===== config.mk =====
export PLATFORM = sky130hd
export DESIGN_NAME = key_escape_sequence_decoder
export DESIGN_NICKNAME = d
export VERILOG_FILES = /design/src/kesd_pkg.sv /design/src/key_escape_sequence_decoder.sv /design/src/kesd_step.sv
export SDC_FILE = /design/constraint.sdc
export NUM_CORES = 1
export LEC_CHECK = 0
export ABC_AREA = 1
export BUFFER_PORTS_ARGS = -buffer_cell sky130_fd_sc_hd__buf_2
export CAP_MARGIN = 10
export CORE_MARGIN = 2
export CORE_UTILIZATION = 50
export CTS_BUF_LIST = sky130_fd_sc_hd__clkbuf_8
export CTS_CLUSTER_SIZE = 16
export DETAILED_ROUTE_END_ITERATION = 12
export PLACE_DENSITY = 0.77
export SLEW_MARGIN = 15
export SYNTH_ARGS = -nofsm -noshare
export SYNTH_HDL_FRONTEND = slang
export SYNTH_SLANG_ARGS = --single-unit

===== constraint.sdc =====
create_clock -name clk -period 3.6 [get_ports clk]
set_input_delay 0.72 -clock clk [delete_from_list [all_inputs] [get_ports clk]]
set_output_delay 0.72 -clock clk [all_outputs]
set_load 0.02 [all_outputs]

===== src/kesd_pkg.sv =====
// Package for the caret and backslash escape decoder.
// Decoder modes, character codes and the state and result records.
// No dependencies.
package kesd_pkg;

  typedef enum logic [2:0] {
    MODE_NORMAL = 3'd0,
    MODE_CARET  = 3'd1,
    MODE_BSLASH = 3'd2,
    MODE_HEX    = 3'd3,
    MODE_OCT    = 3'd4,
    MODE_SKIP   = 3'd5
  } mode_t;

  localparam logic [7:0] UNIT_LIMIT_RST = 8'd255;

  localparam logic [7:0] CH_NUL    = 8'h00;
  localparam logic [7:0] CH_LF     = 8'h0A;
  localparam logic [7:0] CH_ESC    = 8'h1B;
  localparam logic [7:0] CH_SPACE  = 8'h20;
  localparam logic [7:0] CH_HASH   = 8'h23;
  localparam logic [7:0] CH_MINUS  = 8'h2D;
  localparam logic [7:0] CH_0      = 8'h30;
  localparam logic [7:0] CH_7      = 8'h37;
  localparam logic [7:0] CH_9      = 8'h39;
  localparam logic [7:0] CH_UC_A   = 8'h41;
  localparam logic [7:0] CH_UC_F   = 8'h46;
  localparam logic [7:0] CH_UC_X   = 8'h58;
  localparam logic [7:0] CH_UC_Z   = 8'h5A;
  localparam logic [7:0] CH_BSLASH = 8'h5C;
  localparam logic [7:0] CH_CARET  = 8'h5E;
  localparam logic [7:0] CH_LC_A   = 8'h61;
  localparam logic [7:0] CH_LC_E   = 8'h65;
  localparam logic [7:0] CH_LC_F   = 8'h66;
  localparam logic [7:0] CH_LC_N   = 8'h6E;
  localparam logic [7:0] CH_LC_X   = 8'h78;
  localparam logic [7:0] CH_LC_Z   = 8'h7A;

  typedef struct packed {
    mode_t      mode;
    logic [7:0] units_used;
    logic [7:0] bytes_out;
    logic [7:0] digit_value;
    logic [1:0] digits_left;
    logic       digits_stopped;
  } dec_state_t;

  localparam dec_state_t DEC_STATE_RST = '{
    mode:           MODE_NORMAL,
    units_used:     8'd0,
    bytes_out:      8'd0,
    digit_value:    8'd0,
    digits_left:    2'd0,
    digits_stopped: 1'b0
  };

  typedef struct packed {
    logic [7:0] out_byte;
    logic       is_end;
    logic [7:0] byte_count;
  } dec_result_t;

endpackage


===== src/key_escape_sequence_decoder.sv =====
// Top level of the caret and backslash escape decoder.
// Input register, decode step (kesd_step) and result register; uses kesd_pkg.
//
//   channel  ports                                       width  dir
//   in       in_valid, in_stall, in_ch                   8      request in
//   out      out_valid, out_stall, out_byte,
//            out_is_end, out_byte_count                  8/1/8  request out
//   cfg      cfg_we, cfg_unit_limit                      8      write only
//
// One request per cycle sustained while the result is not stalled; path is
// the input register, then the decode step into the result register.
// Decoder state updates in the same cycle a request leaves the input register.
// Synchronous active-low reset clears state, valids and sets unit_limit to 255.
// A stalled result holds; the input register keeps taking requests while the
// result register is free or being drained.
module key_escape_sequence_decoder (
  input  logic       clk,
  input  logic       rst_n,
  input  logic       in_valid,
  output logic       in_stall,
  input  logic [7:0] in_ch,
  output logic       out_valid,
  input  logic       out_stall,
  output logic [7:0] out_byte,
  output logic       out_is_end,
  output logic [7:0] out_byte_count,
  input  logic       cfg_we,
  input  logic [7:0] cfg_unit_limit
);

  logic                  ch_valid_r;
  logic [7:0]            ch_r;
  logic [7:0]            limit_r;
  kesd_pkg::dec_state_t  state_r;
  kesd_pkg::dec_state_t  state_nxt;
  logic                  res_valid;
  kesd_pkg::dec_result_t res;
  logic                  out_valid_r;
  kesd_pkg::dec_result_t out_r;
  logic                  adv;
  logic                  proc;

  assign adv      = !out_valid_r || !out_stall;
  assign proc     = ch_valid_r && adv;
  assign in_stall = ch_valid_r && !adv;

  kesd_step u_step (
    .ch         (ch_r),
    .unit_limit (limit_r),
    .st         (state_r),
    .st_nxt     (state_nxt),
    .res_valid  (res_valid),
    .res        (res)
  );

  always_ff @(posedge clk) begin
    if (!rst_n) begin
      ch_valid_r  <= 1'b0;
      out_valid_r <= 1'b0;
      state_r     <= kesd_pkg::DEC_STATE_RST;
      limit_r     <= kesd_pkg::UNIT_LIMIT_RST;
    end else begin
      if (cfg_we) begin
        limit_r <= cfg_unit_limit;
      end
      if (!in_stall) begin
        ch_valid_r <= in_valid;
      end
      if (proc) begin
        state_r <= state_nxt;
      end
      if (adv) begin
        out_valid_r <= proc && res_valid;
      end
    end
  end

  always_ff @(posedge clk) begin
    if (!in_stall && in_valid) begin
      ch_r <= in_ch;
    end
    if (proc && res_valid) begin
      out_r <= res;
    end
  end

  assign out_valid      = out_valid_r;
  assign out_byte       = out_r.out_byte;
  assign out_is_end     = out_r.is_end;
  assign out_byte_count = out_r.byte_count;

endmodule


===== src/kesd_step.sv =====
// Next-state and result logic for one character of the escape decoder.
// Purely combinational; uses kesd_pkg.
module kesd_step (
  input  logic [7:0]           ch,
  input  logic [7:0]           unit_limit,
  input  kesd_pkg::dec_state_t st,
  output kesd_pkg::dec_state_t st_nxt,
  output logic                 res_valid,
  output kesd_pkg::dec_result_t res
);

  logic       is_lower;
  logic       is_upper;
  logic       is_dec;
  logic       is_oct;
  logic       hex_ok;
  logic [3:0] hex_val;
  logic       dig_ok;
  logic [7:0] dig_acc;
  logic       start;

  assign is_lower = (ch >= kesd_pkg::CH_LC_A) && (ch <= kesd_pkg::CH_LC_Z);
  assign is_upper = (ch >= kesd_pkg::CH_UC_A) && (ch <= kesd_pkg::CH_UC_Z);
  assign is_dec   = (ch >= kesd_pkg::CH_0) && (ch <= kesd_pkg::CH_9);
  assign is_oct   = (ch >= kesd_pkg::CH_0) && (ch <= kesd_pkg::CH_7);

  always_comb begin
    hex_ok  = 1'b1;
    hex_val = 4'd0;
    if (is_dec) begin
      hex_val = 4'(ch - kesd_pkg::CH_0);
    end else if ((ch >= kesd_pkg::CH_LC_A) && (ch <= kesd_pkg::CH_LC_F)) begin
      hex_val = 4'(ch - kesd_pkg::CH_LC_A + 8'd10);
    end else if ((ch >= kesd_pkg::CH_UC_A) && (ch <= kesd_pkg::CH_UC_F)) begin
      hex_val = 4'(ch - kesd_pkg::CH_UC_A + 8'd10);
    end else begin
      hex_ok = 1'b0;
    end
  end

  always_comb begin
    if (st.mode == kesd_pkg::MODE_HEX) begin
      dig_ok  = hex_ok;
      dig_acc = {st.digit_value[3:0], hex_val};
    end else begin
      dig_ok  = is_oct;
      dig_acc = {st.digit_value[4:0], ch[2:0]};
    end
  end

  always_comb begin
    st_nxt    = st;
    res_valid = 1'b0;
    res       = '0;
    start     = 1'b0;

    unique case (st.mode)
      kesd_pkg::MODE_CARET: begin
        if (ch == kesd_pkg::CH_NUL) begin
          res_valid = 1'b1;
          res       = '{out_byte: 8'd0, is_end: 1'b1, byte_count: st.bytes_out};
          st_nxt    = kesd_pkg::DEC_STATE_RST;
        end else if (is_lower || is_upper) begin
          res_valid        = 1'b1;
          res.out_byte     = is_lower ? (ch - kesd_pkg::CH_LC_A + 8'd1)
                                      : (ch - kesd_pkg::CH_UC_A + 8'd1);
          st_nxt.bytes_out = st.bytes_out + 8'd1;
          st_nxt.mode      = kesd_pkg::MODE_NORMAL;
        end else begin
          st_nxt.mode = kesd_pkg::MODE_NORMAL;
          start       = 1'b1;
        end
      end
      kesd_pkg::MODE_BSLASH: begin
        if (ch == kesd_pkg::CH_NUL) begin
          res_valid = 1'b1;
          res       = '{out_byte: 8'd0, is_end: 1'b1, byte_count: st.bytes_out};
          st_nxt    = kesd_pkg::DEC_STATE_RST;
        end else if ((ch == kesd_pkg::CH_BSLASH) || (ch == kesd_pkg::CH_CARET) ||
                     (ch == kesd_pkg::CH_HASH) || (ch == kesd_pkg::CH_LC_E) ||
                     (ch == kesd_pkg::CH_LC_N) || (ch == kesd_pkg::CH_MINUS)) begin
          res_valid = 1'b1;
          if (ch == kesd_pkg::CH_LC_E) begin
            res.out_byte = kesd_pkg::CH_ESC;
          end else if (ch == kesd_pkg::CH_LC_N) begin
            res.out_byte = kesd_pkg::CH_LF;
          end else if (ch == kesd_pkg::CH_MINUS) begin
            res.out_byte = kesd_pkg::CH_SPACE;
          end else begin
            res.out_byte = ch;
          end
          st_nxt.bytes_out = st.bytes_out + 8'd1;
          st_nxt.mode      = kesd_pkg::MODE_NORMAL;
        end else begin
          st_nxt.digit_value    = 8'd0;
          st_nxt.digits_stopped = 1'b0;
          if ((ch == kesd_pkg::CH_LC_X) || (ch == kesd_pkg::CH_UC_X)) begin
            st_nxt.mode        = kesd_pkg::MODE_HEX;
            st_nxt.digits_left = 2'd2;
          end else if (is_oct) begin
            st_nxt.mode        = kesd_pkg::MODE_OCT;
            st_nxt.digit_value = {5'd0, ch[2:0]};
            st_nxt.digits_left = 2'd2;
          end else begin
            st_nxt.mode = kesd_pkg::MODE_NORMAL;
          end
        end
      end
      kesd_pkg::MODE_HEX, kesd_pkg::MODE_OCT: begin
        if (ch == kesd_pkg::CH_NUL) begin
          res_valid = 1'b1;
          res       = '{out_byte: 8'd0, is_end: 1'b1, byte_count: st.bytes_out};
          st_nxt    = kesd_pkg::DEC_STATE_RST;
        end else begin
          if (!st.digits_stopped) begin
            if (dig_ok) begin
              st_nxt.digit_value = dig_acc;
            end else begin
              st_nxt.digits_stopped = 1'b1;
            end
          end
          st_nxt.digits_left = st.digits_left - 2'd1;
          if (st_nxt.digits_left == 2'd0) begin
            res_valid        = 1'b1;
            res.out_byte     = st_nxt.digit_value;
            st_nxt.bytes_out = st.bytes_out + 8'd1;
            st_nxt.mode      = kesd_pkg::MODE_NORMAL;
          end
        end
      end
      kesd_pkg::MODE_SKIP: begin
        if (ch == kesd_pkg::CH_NUL) begin
          st_nxt.mode = kesd_pkg::MODE_NORMAL;
        end
      end
      kesd_pkg::MODE_NORMAL: begin
        start = 1'b1;
      end
      default: begin
        st_nxt.mode = kesd_pkg::MODE_NORMAL;
        start       = 1'b1;
      end
    endcase

    // new translation unit
    if (start) begin
      if (ch == kesd_pkg::CH_NUL) begin
        res_valid = 1'b1;
        res       = '{out_byte: 8'd0, is_end: 1'b1, byte_count: st.bytes_out};
        st_nxt    = kesd_pkg::DEC_STATE_RST;
      end else if (st.units_used >= unit_limit) begin
        res_valid   = 1'b1;
        res         = '{out_byte: 8'd0, is_end: 1'b1, byte_count: st.bytes_out};
        st_nxt      = kesd_pkg::DEC_STATE_RST;
        st_nxt.mode = kesd_pkg::MODE_SKIP;
      end else begin
        st_nxt.units_used = st.units_used + 8'd1;
        if (ch == kesd_pkg::CH_CARET) begin
          st_nxt.mode = kesd_pkg::MODE_CARET;
        end else if (ch == kesd_pkg::CH_BSLASH) begin
          st_nxt.mode = kesd_pkg::MODE_BSLASH;
        end else begin
          res_valid        = 1'b1;
          res.out_byte     = ch;
          st_nxt.bytes_out = st.bytes_out + 8'd1;
          st_nxt.mode      = kesd_pkg::MODE_NORMAL;
        end
      end
    end
  end

endmodule

== Word level (Yosys, flattened, before mapping) ==
Index checks and enable logic that the tools add are counted.
W data, S select, Z words.
Storage, ports and cells
  logic and storage cells: 153
  bits in writable memories: 0
  bits in read-only memories: 0
  bits in latches: 0
  register bits: 65
  output and inout port bits: 19
  bits of input ports: 21
  memories kept: 0
Operators by class
  mux-type cells: 74
  div/mod/pow operators: 0
  bitwise gates (word level): 0
  $mul: 0
  eq/ne operators: 16
  $add $sub $neg: 10
  reduce and logical (&&, ||, !) cells: 30
  magnitude comparators: 10
  shift-type cells: 0
Operator list (count)
  $mux W8: 23
  $pmux W27 S3: 1
  $mux W30: 2
  $mux W19: 3
  $pmux W17 S3: 1
  $eq A8 B7 Y1 const B: 6
  $mux W17: 2
  $mux W11: 3
  $add A8 B1 Y8 const B: 4
  $le A8 B7 Y1 const B: 4
  $mux W3: 9
  $mux W1: 19
  $mux W9: 2
  $eq A8 B6 Y1 const B: 2
  $ge A8 B7 Y1 const B: 2
  $le A8 B6 Y1 const B: 2
  $sub A8 B7 Y8 const B: 2
  $mux W4: 3
  $pmux W3 S4: 1
  $logic_and A1 B1 Y1: 10
  $add A4 B4 Y4 const B: 2
  $ge A8 B6 Y1 const B: 1
  $ge A8 B8 Y1: 1
  $logic_not A8 Y1: 1
  other kinds (21): 34

== Depth between registers and ports, before layout ==
Gate-level depths: netlist of the first run.
  depth after elaboration: 16
  depth in mapped cells: 19
  depth with buffers taken out: 19

== By module ==
A second synthesis of the first run with hierarchy kept.
Second synthesis, totals
  cells, all modules: 873
  area, all modules: 5656.7 um2
Modules (own cells, without submodules)
  kesd_step: sequential area each 0.0 um2, cells each 601, times used 1, area each 3069.2 um2
  key_escape_sequence_decoder: sequential area each 1551.5 um2, cells each 272, times used 1, area each 2587.5 um2

== Least setup slack after synthesis of the first run ==
No wires, ideal clock.
  kind: register -> register
  start point: register ch_r[1]
  end point: register out_r, in the netlist out_byte[0], enable pin
  data required time: 3.280 ns
  setup time: 0.320 ns
  cell stages (with the launch flop): 14
  path buffers: 0
  arrival time: 2.190 ns
  clock period less this slack: 2.510 ns
  slack: 1.090 ns
  cells stage by stage: edfxtp_1 > inv_1 > ha_1 > nand2_1 > inv_2 > nand3_1 > nor2_1 > nor2_1 > nand2_4 > nand2_8 > a21oi_4 > nor2_2 > o21ai_2 > inv_1
Between the ends
  cells in the longest elaborated chain, start to end: 15
  elaborated cells between the ends (all ways): 34
  those cells by class: order compare (4); eq/ne (6); mux (14); reduce/logical (10)
Ends and longest elaborated chain
  start: declaration: RTL line key_escape_sequence_decoder.sv:32  | logic [7:0] ch_r;
  start signal: assignment: RTL line key_escape_sequence_decoder.sv:80  | ch_r <= in_ch;
  parallel branches: the longest is 13 deep, another holds $ge A8 B7 Y1
  $mux W1 *: RTL line kesd_step.sv:146  | if (start) begin
  $logic_and A1 B1 Y1 *: RTL line key_escape_sequence_decoder.sv:82  | if (proc && res_valid) begin
  end signal: assignment: RTL line key_escape_sequence_decoder.sv:83  | out_r <= res;
  end: declaration: RTL line key_escape_sequence_decoder.sv:39  | kesd_pkg::dec_result_t out_r;
Mark *: on every way between the ends.
A chain may end at the register's enable or synchronous reset.

== Worst setup path in the final report of the first run ==
  start point: register state_r[29] (netlist name)
  end point: register out_r, in the netlist out_byte[3], enable pin
Between the ends
  cells in the longest elaborated chain, start to end: 9
  elaborated cells between the ends (all ways): 15
  those cells by class: eq/ne (5); mux (7); reduce/logical (3)
Ends and longest elaborated chain
  start: declaration: RTL line key_escape_sequence_decoder.sv:34  | kesd_pkg::dec_state_t state_r;
  start signal: assignment: RTL line key_escape_sequence_decoder.sv:60  | state_r <= kesd_pkg::DEC_STATE_RST;
  start signal: assignment: RTL line key_escape_sequence_decoder.sv:70  | state_r <= state_nxt;
  $eq A3 B3 Y1 or $eq A3 B2 Y1 (tied branches): RTL line kesd_step.sv:57  | unique case (st.mode)
  $reduce_or A2 Y1: RTL line kesd_step.sv:57
  $pmux W1 S3: RTL line kesd_step.sv:57
  $mux W1: RTL line kesd_step.sv:160  | end else if (ch == kesd_pkg::CH_BSLASH) begin
  $mux W1: RTL line kesd_step.sv:158  | if (ch == kesd_pkg::CH_CARET) begin
  $mux W1: RTL line kesd_step.sv:151  | end else if (st.units_used >= unit_limit) begin
  $mux W1: RTL line kesd_step.sv:147  | if (ch == kesd_pkg::CH_NUL) begin
  $mux W1 *: RTL line kesd_step.sv:146
  $logic_and A1 B1 Y1 *: RTL line key_escape_sequence_decoder.sv:82
Every way passes the cells marked *; elsewhere a longest branch is shown, timed or not.

==> results of run 1 <==
[worst register-to-register path, delay by kind of cell (launching register included)]
kind / cells / cell delay [ns]
and+or+nand+nor: 4 / 0.85
DFF: 1 / 0.46
AOI/OAI and AO/OA: 3 / 0.48
buffers and inverters: 5 / 0.85
[sequential cells by signal, summed over array words and instances (netlist names)]
signal	cells
out_is_end	1
ch_valid_r	1
state_r	30
out_byte_count	8
out_valid	1
limit_r	8
ch_r	8
out_byte	8
[layout make-up]
class	count	area [um2]	area share
clock buffers	10	138	0.0251
clock inverters	6	58.8	0.0107
repair buffers	47	255	0.0466
inverters	95	367	0.0669
flip-flops and latches	65	1550	0.283
multi-input cells	536	2940	0.537
well taps	133	166	0.0304
[layout by cell type, fill, tap and decap left out, drive strengths merged, types with 3 or more instances in the layout]
master | Yosys | final
a21oi | 65 | 65
buf | 11 | 47
clkbuf | 7 | 10
clkinv | 1 | 4
dfxtp | 40 | 40
edfxtp | 25 | 25
ha | 17 | 17
inv | 94 | 96
nand2 | 187 | 187
nand3 | 55 | 55
nand4 | 15 | 15
nor2 | 64 | 64
nor3 | 17 | 17
o2111ai | 3 | 3
o211ai | 13 | 13
o21ai | 66 | 66
o31ai | 3 | 3
xnor2 | 4 | 4
xor2 | 11 | 11
[worst max-delay path by stage]
| stage | to | slack (ns) | from | cells after the start |
|---|---|---|---|---|
| after floorplan | out_byte[0]$_DFFE_PP_ | 1.09 | ch_r[1]$_DFFE_PP_ | 13 |
| after global placement | out_byte_count[2]$_DFFE_PP_ | 0.73 | state_r[29]$_SDFFE_PN0P_ | 12 |
| after detailed placement | out_byte_count[6]$_DFFE_PP_ | 0.70 | state_r[29]$_SDFFE_PN0P_ | 12 |
| after CTS | out_byte[3]$_DFFE_PP_ | 0.67 | state_r[29]$_SDFFE_PN0P_ | 12 |
| after global routing | out_byte[3]$_DFFE_PP_ | 0.38 | state_r[29]$_SDFFE_PN0P_ | 12 |
| final | out_byte[3]$_DFFE_PP_ | 0.63 | state_r[29]$_SDFFE_PN0P_ | 12 |
[per-layer routing]
metal / track usage / routed length (um) / vias up
met5: 0 / 0 / -
li1: - / - / 2490
met3: 0.0340 / 1190 / 34
met1: 0.362 / 6050 / 2345
met2: 0.399 / 5980 / 247
met4: 0.113 / 363 / 0
[kinds of logic after synthesis]
kind of cell,after synthesis
fa+ha+maj,17
simple gates,340
compound gates,164
buf+inv,113
flops,65
xor+xnor,15
[metrics by stage]
| stage | worst slack [ns] | instances | hold slack, ns | cell area (um2) |
|---|---|---|---|---|
| 2_1_floorplan | 1.09 | 714 | 0.435 | 4960 |
| 3_3_place_gp | 0.731 | 876 | 0.449 | 5280 |
| 3_5_place_dp | 0.698 | 876 | 0.451 | 5280 |
| 4_1_cts | 0.668 | 892 | 0.464 | 5480 |
| 5_1_grt | 0.379 | 892 | 0.485 | 5480 |
| 6_report | 0.632 | 892 | 0.457 | 5480 |
[power by group]
part           internal (mW)  leakage, nW  switching, mW
combinational          0.163         1.66          0.373
sequential             0.815        0.569         0.0389
clock                  0.335        0.108          0.308
total                   1.31         2.34          0.720
==> impl_metrics.env, run 1 <==
export IMPL_antenna_left=0
export IMPL_period_minus_slack_ns=2.97
export IMPL_row_count=36
export IMPL_synth_ff_type="dfxtp_1"
export IMPL_synth_edf_count=25
export IMPL_ys_seq_elements=65
export IMPL_synth_top_area_share=0.161
export IMPL_syn_area_per_cell_um2=6.95
export IMPL_synth_fp_nets=752
export IMPL_crit_path_end_kind="flop"
export IMPL_dieWidth_um=104
export IMPL_status="complete, no violations"
export IMPL_synth_commonest_cells="174 x nand2_1, 76 x inv_1, 58 x a21oi_1, 56 x o21ai_0, 54 x nand3_1"
export IMPL_yosysWarnings=0
export IMPL_hpwlAfterDp_um=10200
export IMPL_path_cells="inv_2, nand3_1, o21ai_1, buf_4, inv_1, nand2_1, nor2_4, inv_2, a21oi_4, nor2_2, o21ai_2, inv_1"
export IMPL_ios=40
export IMPL_dr_total_vias=5116
export IMPL_cap_violations=0
export IMPL_min_delay_path_depth=2
export IMPL_r2r_end="out_byte[3]$_DFFE_PP_"
export IMPL_yosys_area_share_simple=0.327
export IMPL_first_global_vias=4681
export IMPL_setup_tns_final_ns=0
export IMPL_cts_root_buffer="clkbuf_8"
export IMPL_crit_slowest_cell="dfxtp_1"
export IMPL_diodes=0
export IMPL_synth_xor_area_frac=0.0265
export IMPL_die_h_um=104
export IMPL_grt_pass1_wl_um=22600
export IMPL_syn_area_mm2=0.00496
export IMPL_htreeDepth=3
export IMPL_hold_path_class="flop to flop"
export IMPL_fin_util=0.566
export IMPL_grt_max_degree=29
export IMPL_worstReg2RegStart="state_r[29]$_SDFFE_PN0P_"
export IMPL_post_route_period_util=0.825
export IMPL_core_area_mm2=0.00968
export IMPL_slew_headroom=0.617
export IMPL_synthMuxAreaShare=0
export IMPL_place_gp_congestion=1.01
export IMPL_slew_violations=0
export IMPL_yosys_area_share_adder=0.0429
export IMPL_routedWlPerCell_um=15.2
export IMPL_seq_area_frac_synth=0.313
export IMPL_cts_tree="built"
export IMPL_portBuffers=39
export IMPL_synth_most_common_cell="nand2_1"
export IMPL_start_util=0.512
export IMPL_synth_compound_area_share=0.196
export IMPL_ys_async_sr_fraction=0
export IMPL_synthCells=714
export IMPL_drt_iter0_drc=431
export IMPL_grt_use_total=0.258
export IMPL_cp_arrival_ns=3.00
export IMPL_r2r_cells=12
export IMPL_critPathKind="flop to flop"
export IMPL_hold_end="limit_r[0]$_SDFFE_PN1P_"
export IMPL_hold_viol_final=0
export IMPL_crit_required_ns=3.64
export IMPL_max_slew_worst_pin_slew_ns=0.574
export IMPL_routed_wl_um=13600
export IMPL_cts_setup_buffers=0
export IMPL_clkTransAtPathRegs_ns=0.08
export IMPL_ir_worst_vdd_v=0.000206
export IMPL_cts_hold_buf=0
export IMPL_rsz0062_at_grt="no"
export IMPL_critical_path_top_delay_family="simple AND/OR/NAND/NOR gates"
export IMPL_cts_buffer_depth=2
export IMPL_startpoint_type="flop"
export IMPL_grt_overflow=0
export IMPL_fin_skew_ns=0.0116
export IMPL_synth_top_family_by_area="simple AND/OR/NAND/NOR gates"
export IMPL_synthDistinctLibCells=51
export IMPL_timing_fmax_ghz=0.337
export IMPL_viasPerCell=5.74
export IMPL_synth_top_area_cell="dfxtp_1"
export IMPL_critPathBufInv=5
export IMPL_drc=0
export IMPL_cts_made_buffers=9
export IMPL_cts_sinks=65
export IMPL_r2r_setup_slack_ns=0.63
export IMPL_area_growth_pct=10.4
export IMPL_crit_fanout=17
export IMPL_fill_cells=941
export IMPL_yosys_top_cells_area="dfxtp_1 16%, edfxtp_1 15%, nand2_1 13%"
export IMPL_power_mw=2.03
export IMPL_finalSetupViolations=0
export IMPL_ctsResizeCount=0
export IMPL_num_nets_final=792
export IMPL_holdCritStartpoint="limit_r[0]$_SDFFE_PN1P_"
export IMPL_drive_gt1_frac=0.174
export IMPL_worstSkewPairLatency_ns=0.38
export IMPL_critPathMaxStageDelay_ns=0.46
export IMPL_p_leak_nw=2.34
export IMPL_first_pass_iters=5
export IMPL_powerDensity_mw_per_mm2=371
export IMPL_antenna_found_initial=0
export IMPL_dieArea_mm2=0.0107
(Power assumes the default switching activity.)
==> run 2, diff against run 1 <==
--- a/config.mk
+++ b/config.mk
@@ -13,7 +13,7 @@
 export CTS_BUF_LIST = sky130_fd_sc_hd__clkbuf_8
 export CTS_CLUSTER_SIZE = 16
 export DETAILED_ROUTE_END_ITERATION = 12
-export PLACE_DENSITY = 0.77
+export PLACE_DENSITY = 0.8
 export SLEW_MARGIN = 15
 export SYNTH_ARGS = -nofsm -noshare
 export SYNTH_HDL_FRONTEND = slang
==> constraint.sdc (replaced) <==
create_clock -name clk -period 2.72 [get_ports clk]
set_input_delay 0.544 -clock clk [delete_from_list [all_inputs] [get_ports clk]]
set_output_delay 0.544 -clock clk [all_outputs]
set_load 0.02 [all_outputs]
==> run 2 against run 1 <==
Clock power increased by 30%. Largest power group unchanged. Largest cell class unchanged. Flip-flop and latch count unchanged. First-iteration DRC count increased by 8.8%. Highest routed layer unchanged.
==> impl_metrics.env, run 2 (synthesized netlist as in run 1, its figures left out) <==
export IMPL_finalSetupViolations=0
export IMPL_fin_util=0.581
export IMPL_antenna_left=0
export IMPL_start_util=0.512
export IMPL_viasPerCell=5.70
export IMPL_cts_tree="built"
export IMPL_fill_cells=916
export IMPL_timing_fmax_ghz=0.389
export IMPL_final_cell_mix="174 x nand2_1, 75 x inv_1, 58 x a21oi_1"
export IMPL_layout_commonest_cell="nand2_1"
export IMPL_antenna_found_initial=1
export IMPL_status="complete, no violations"
export IMPL_grt_pass1_wl_um=23500
export IMPL_cts_sinks=65
export IMPL_hold_viol_final=0
export IMPL_cts_buffer_depth=2
export IMPL_worstSkewPairLatency_ns=0.37
export IMPL_startpoint_type="flop"
export IMPL_row_count=36
export IMPL_portBuffers=39
export IMPL_cts_hold_buf=0
export IMPL_place_gp_congestion=1.02
export IMPL_critical_path_top_delay_family="simple AND/OR/NAND/NOR gates"
export IMPL_cap_violations=0
export IMPL_max_slew_worst_pin_slew_ns=0.582
export IMPL_largest_register_ffs=30
export IMPL_drive_gt1_frac=0.195
export IMPL_routedWlPerCell_um=15.5
export IMPL_ir_worst_vdd_v=0.000230
export IMPL_area_growth_pct=13.4
export IMPL_core_area_mm2=0.00968
export IMPL_die_h_um=104
export IMPL_multi_input_area_mm2=0.00295
export IMPL_hpwlAfterDp_um=10600
export IMPL_drc=0
export IMPL_first_pass_iters=6
export IMPL_crit_required_ns=2.84
export IMPL_first_global_vias=4821
export IMPL_power_mw=2.71
export IMPL_dieArea_mm2=0.0107
export IMPL_num_nets_final=807
export IMPL_crit_path_end_kind="flop"
export IMPL_critPathBufInv=4
export IMPL_ios=40
export IMPL_dieWidth_um=104
export IMPL_p_leak_nw=2.41
export IMPL_routed_wl_um=14100
export IMPL_crit_fanout=11
export IMPL_critPathKind="flop to flop"
export IMPL_path_cells="inv_2, buf_4, ha_2, nand4_1, a21oi_1, nand2_1, nand3_2, nand2_4, inv_4, nand2_1, nand4_1, o211ai_1, o21ai_0, inv_1"
export IMPL_hold_path_class="primary input to flop"
export IMPL_cp_arrival_ns=2.70
export IMPL_fin_skew_ns=0.00728
export IMPL_slew_violations=0
export IMPL_powerDensity_mw_per_mm2=481
export IMPL_grt_max_degree=29
export IMPL_dr_total_vias=5176
export IMPL_regMostFlops="state_r"
export IMPL_cts_made_buffers=9
export IMPL_critPathMaxStageDelay_ns=0.45
export IMPL_cts_root_buffer="clkbuf_8"
export IMPL_htreeDepth=3
export IMPL_drt_iter0_drc=469
export IMPL_grt_use_total=0.272
export IMPL_regArea_mm2=0.00155
export IMPL_hold_worst_slack_ns=0.346
export IMPL_period_minus_slack_ns=2.57
export IMPL_grt_overflow=0
export IMPL_crit_slowest_cell="edfxtp_1"
export IMPL_slew_headroom=0.610
export IMPL_post_route_period_util=0.945
export IMPL_clkTransAtPathRegs_ns=0.08
[run 2: cell count changes in the layout (fill, tap and decap cells not counted), sizes merged]
cell	change
clkinvlp	+3
diode	+1
buf	+15
clkbuf	-1
clkinv	-1
inv	-1
[run 2: timing repair]
action                     in CTS  in global routing
gates resized for setup         0                  7
hold endpoints to repair        0                  0
setup buffers                   0                  4
setup endpoints to repair       0                 44
[run 2: final cells by class]
cell class | count | area share
diodes | 1 | 0.000445
well taps | 133 | 0.0296
inverters | 95 | 0.0667
clock inverters | 7 | 0.0127
clock buffers | 9 | 0.0220
repair buffers | 62 | 0.0676
flip-flops and latches | 65 | 0.276
multi-input cells | 536 | 0.525
[run 2: metal layers]
| metal | track usage | wire, um |
|---|---|---|
| met1 | 0.372 | 6170 |
| met3 | 0.0415 | 1330 |
| met2 | 0.424 | 6300 |
| met5 | 0 | 0 |
| met4 | 0.125 | 279 |
[run 2: stage by stage]
step	cell area, um2	setup slack, ns	TNS (ns)	instances
finish	5620	0.150	0	908
CTS	5570	0.0323	0	903
detailed placement	5380	0.0502	0	887
global route	5620	-0.0120	-0.0120	907
floorplan	4960	0.210	0	714
global placement	5380	0.0445	0	887
[run 2: worst paths after layout]
kind                                start                       to  cells past startpoint  slack [ns]
setup / recovery        ch_r[0]$_DFFE_PP_    out_byte[4]$_DFFE_PP_                     14        0.15
hold / removal                   in_ch[7]        ch_r[7]$_DFFE_PP_                      1        0.35
setup reg to reg        ch_r[0]$_DFFE_PP_    out_byte[4]$_DFFE_PP_                     14        0.15
hold reg to reg   limit_r[0]$_SDFFE_PN1P_  limit_r[0]$_SDFFE_PN1P_                      2        0.47
[run 2: power breakdown]
group          total (mW)  switching, mW  internal (mW)
combinational       0.745          0.511          0.234
sequential           1.12         0.0463           1.08
clock               0.837          0.415          0.422
total                2.71          0.973           1.73
==> run 3, diff against run 2 <==
--- a/config.mk
+++ b/config.mk
@@ -9,11 +9,11 @@
 export BUFFER_PORTS_ARGS = -buffer_cell sky130_fd_sc_hd__buf_2
 export CAP_MARGIN = 10
 export CORE_MARGIN = 2
-export CORE_UTILIZATION = 50
+export CORE_UTILIZATION = 57
 export CTS_BUF_LIST = sky130_fd_sc_hd__clkbuf_8
 export CTS_CLUSTER_SIZE = 16
 export DETAILED_ROUTE_END_ITERATION = 12
-export PLACE_DENSITY = 0.8
+export PLACE_DENSITY = 0.88
 export SLEW_MARGIN = 15
 export SYNTH_ARGS = -nofsm -noshare
 export SYNTH_HDL_FRONTEND = slang
==> run 3 against run 2 <==
Non-clock buffer count is 4 higher. Sequential power about the same. Maximum frequency is essentially flat. Die area down 12%. Hold slack improved by 0.016 ns. Critical path depth decreased by 1. Critical endpoint is now out_byte[3]$_DFFE_PP_. Routed wire length is 0.21% lower. Utilization up 7.7 points. Critical path type unchanged. Via count rose by 2.4%.
==> impl_metrics.env, run 3 (synthesized netlist as in run 1, its figures left out) <==
export IMPL_ir_worst_vdd_v=0.000383
export IMPL_fin_util=0.658
export IMPL_fin_skew_ns=0.0131
export IMPL_grt_pass1_wl_um=22800
export IMPL_cap_violations=0
export IMPL_grt_use_total=0.296
export IMPL_regArea_mm2=0.00155
export IMPL_cts_made_buffers=9
export IMPL_first_global_vias=4757
export IMPL_largest_register_ffs=30
export IMPL_drc=0
export IMPL_die_h_um=97.3
export IMPL_p_leak_nw=2.46
export IMPL_critPathKind="flop to flop"
export IMPL_hold_worst_slack_ns=0.362
export IMPL_status="complete, no violations"
export IMPL_cts_hold_buf=0
export IMPL_seq_power_share=0.389
export IMPL_num_nets_final=811
export IMPL_crit_path_end_kind="flop"
export IMPL_layout_commonest_cell="nand2_1"
export IMPL_core_area_mm2=0.00859
export IMPL_powerDensity_mw_per_mm2=511
export IMPL_cts_root_buffer="clkbuf_8"
export IMPL_place_gp_congestion=1.08
export IMPL_dieArea_mm2=0.00947
export IMPL_area_growth_pct=14.0
export IMPL_dieWidth_um=97.3
export IMPL_cts_buffer_depth=2
export IMPL_final_cell_mix="174 x nand2_1, 76 x inv_1, 58 x a21oi_1"
export IMPL_worstSkewPairLatency_ns=0.36
export IMPL_first_pass_iters=6
export IMPL_dr_total_vias=5300
export IMPL_finalSetupViolations=0
export IMPL_rsz0062_at_grt="no"
export IMPL_cp_arrival_ns=2.65
export IMPL_p_clk_frac=0.352
export IMPL_setup_tns_final_ns=0
export IMPL_hold_path_class="primary input to flop"
export IMPL_fill_cells=737
export IMPL_grt_overflow=0
export IMPL_diodes=0
export IMPL_placed_area_mm2=0.00534
export IMPL_hold_viol_final=0
export IMPL_viasPerCell=5.98
export IMPL_post_route_period_util=0.944
export IMPL_combPwrFrac=0.259
export IMPL_cts_tree="built"
export IMPL_path_cells="inv_1, ha_1, inv_1, nand2_1, and2_1, inv_1, ha_1, xor2_1, a21oi_1, o21ai_0, nand2_1, a31oi_1, o31ai_1"
export IMPL_r2r_setup_slack_ns=0.15
export IMPL_antenna_left=0
export IMPL_fin_area_mm2=0.00565
export IMPL_internal_power_mw=1.93
export IMPL_clkTransAtPathRegs_ns=0.07
export IMPL_routedWlPerCell_um=15.9
export IMPL_cp_common_cell="inv_1"
export IMPL_portBuffers=39
export IMPL_max_slew_worst_pin_slew_ns=0.564
export IMPL_slew_headroom=0.623
export IMPL_crit_required_ns=2.81
export IMPL_power_switching_mw=0.962
export IMPL_swShare=0.333
export IMPL_routed_wl_um=14100
export IMPL_startpoint_type="flop"
export IMPL_hpwlAfterDp_um=10500
export IMPL_ios=40
export IMPL_htreeDepth=3
export IMPL_multi_input_area_mm2=0.00295
export IMPL_row_count=34
export IMPL_slew_violations=0
export IMPL_period_minus_slack_ns=2.57
export IMPL_antenna_found_initial=0
export IMPL_drive_gt1_frac=0.198
export IMPL_crit_slowest_cell="edfxtp_1"
export IMPL_cts_sinks=65
export IMPL_crit_fanout=6
export IMPL_start_util=0.577
export IMPL_drt_iter0_drc=688
export IMPL_critPathMaxStageDelay_ns=0.38
export IMPL_grt_max_degree=29
export IMPL_regMostFlops="state_r"
export IMPL_timing_fmax_ghz=0.389
run 3: changes by cell type in the layout (fill, tap and decap cells not counted):
cell / change
clkinvlp_4: -2
inv_6: -2
clkinv_4: +2
diode_2: -1
inv_2: -1
inv_4: +1
buf_4: +5
inv_1: +1
clkinv_2: -1
buf_12: -1
bufinv_16: +2
run 3: routing by layer:
| layer | GRT usage | share of wire | vias to the layer above |
|---|---|---|---|
| met5 | 0 | 0 | - |
| met2 | 0.471 | 0.46 | 337 |
| met1 | 0.403 | 0.41 | 2399 |
| li1 | - | - | 2522 |
| met3 | 0.0676 | 0.11 | 42 |
| met4 | 0.0897 | 0.022 | 0 |
run 3: power groups by stage:
stage	sequential, mW	clock (mW)	combinational (mW)
2_1_floorplan	1.16	0	0.514
3_3_place_gp	1.14	0	0.697
3_5_place_dp	1.15	0	0.720
4_1_cts	1.13	1.03	0.723
5_1_grt	1.13	1.07	0.823
6_report	1.13	1.02	0.748
run 3: layout make-up:
cell class | instances | area share
timing repair buffer | 66 | 0.0704
multi-input combinational | 536 | 0.522
clock inverter | 7 | 0.0212
clock buffer | 9 | 0.0219
inverter | 95 | 0.0659
sequential | 65 | 0.274
tap | 108 | 0.0239
run 3: per-stage QoR:
step / total power [mW] / setup WS (ns) / cells
after floorplan: 1.68 / 0.210 / 714
after global placement: 1.84 / 0.188 / 863
after detailed placement: 1.87 / 0.148 / 863
after CTS: 2.88 / 0.117 / 879
after global routing: 3.02 / 0.0000433 / 886
final: 2.89 / 0.151 / 886
run 3: worst paths after layout:
check                           from                       to  depth (start not counted)
min                         in_ch[7]        ch_r[7]$_DFFE_PP_                          1
max                ch_r[1]$_DFFE_PP_    out_byte[3]$_DFFE_PP_                         13
max reg2reg        ch_r[1]$_DFFE_PP_    out_byte[3]$_DFFE_PP_                         13
min reg2reg  state_r[7]$_SDFFE_PN0P_  state_r[7]$_SDFFE_PN0P_                          2
run 3: repair_timing:
item,in CTS,in global routing
resized for setup,0,5
setup endpoints to repair,0,27
setup buffers,0,7
run 3: critical path: cells and delay by family (launching register included):
kind                     cells  cell delay, ns
AND/OR/NAND/NOR              3            0.34
buffers and inverters        3            0.36
XOR/XNOR                     1            0.15
adder cells (fa/ha/maj)      2            0.46
flip-flops                   1            0.38
AO/OA/AOI/OAI                4            0.62
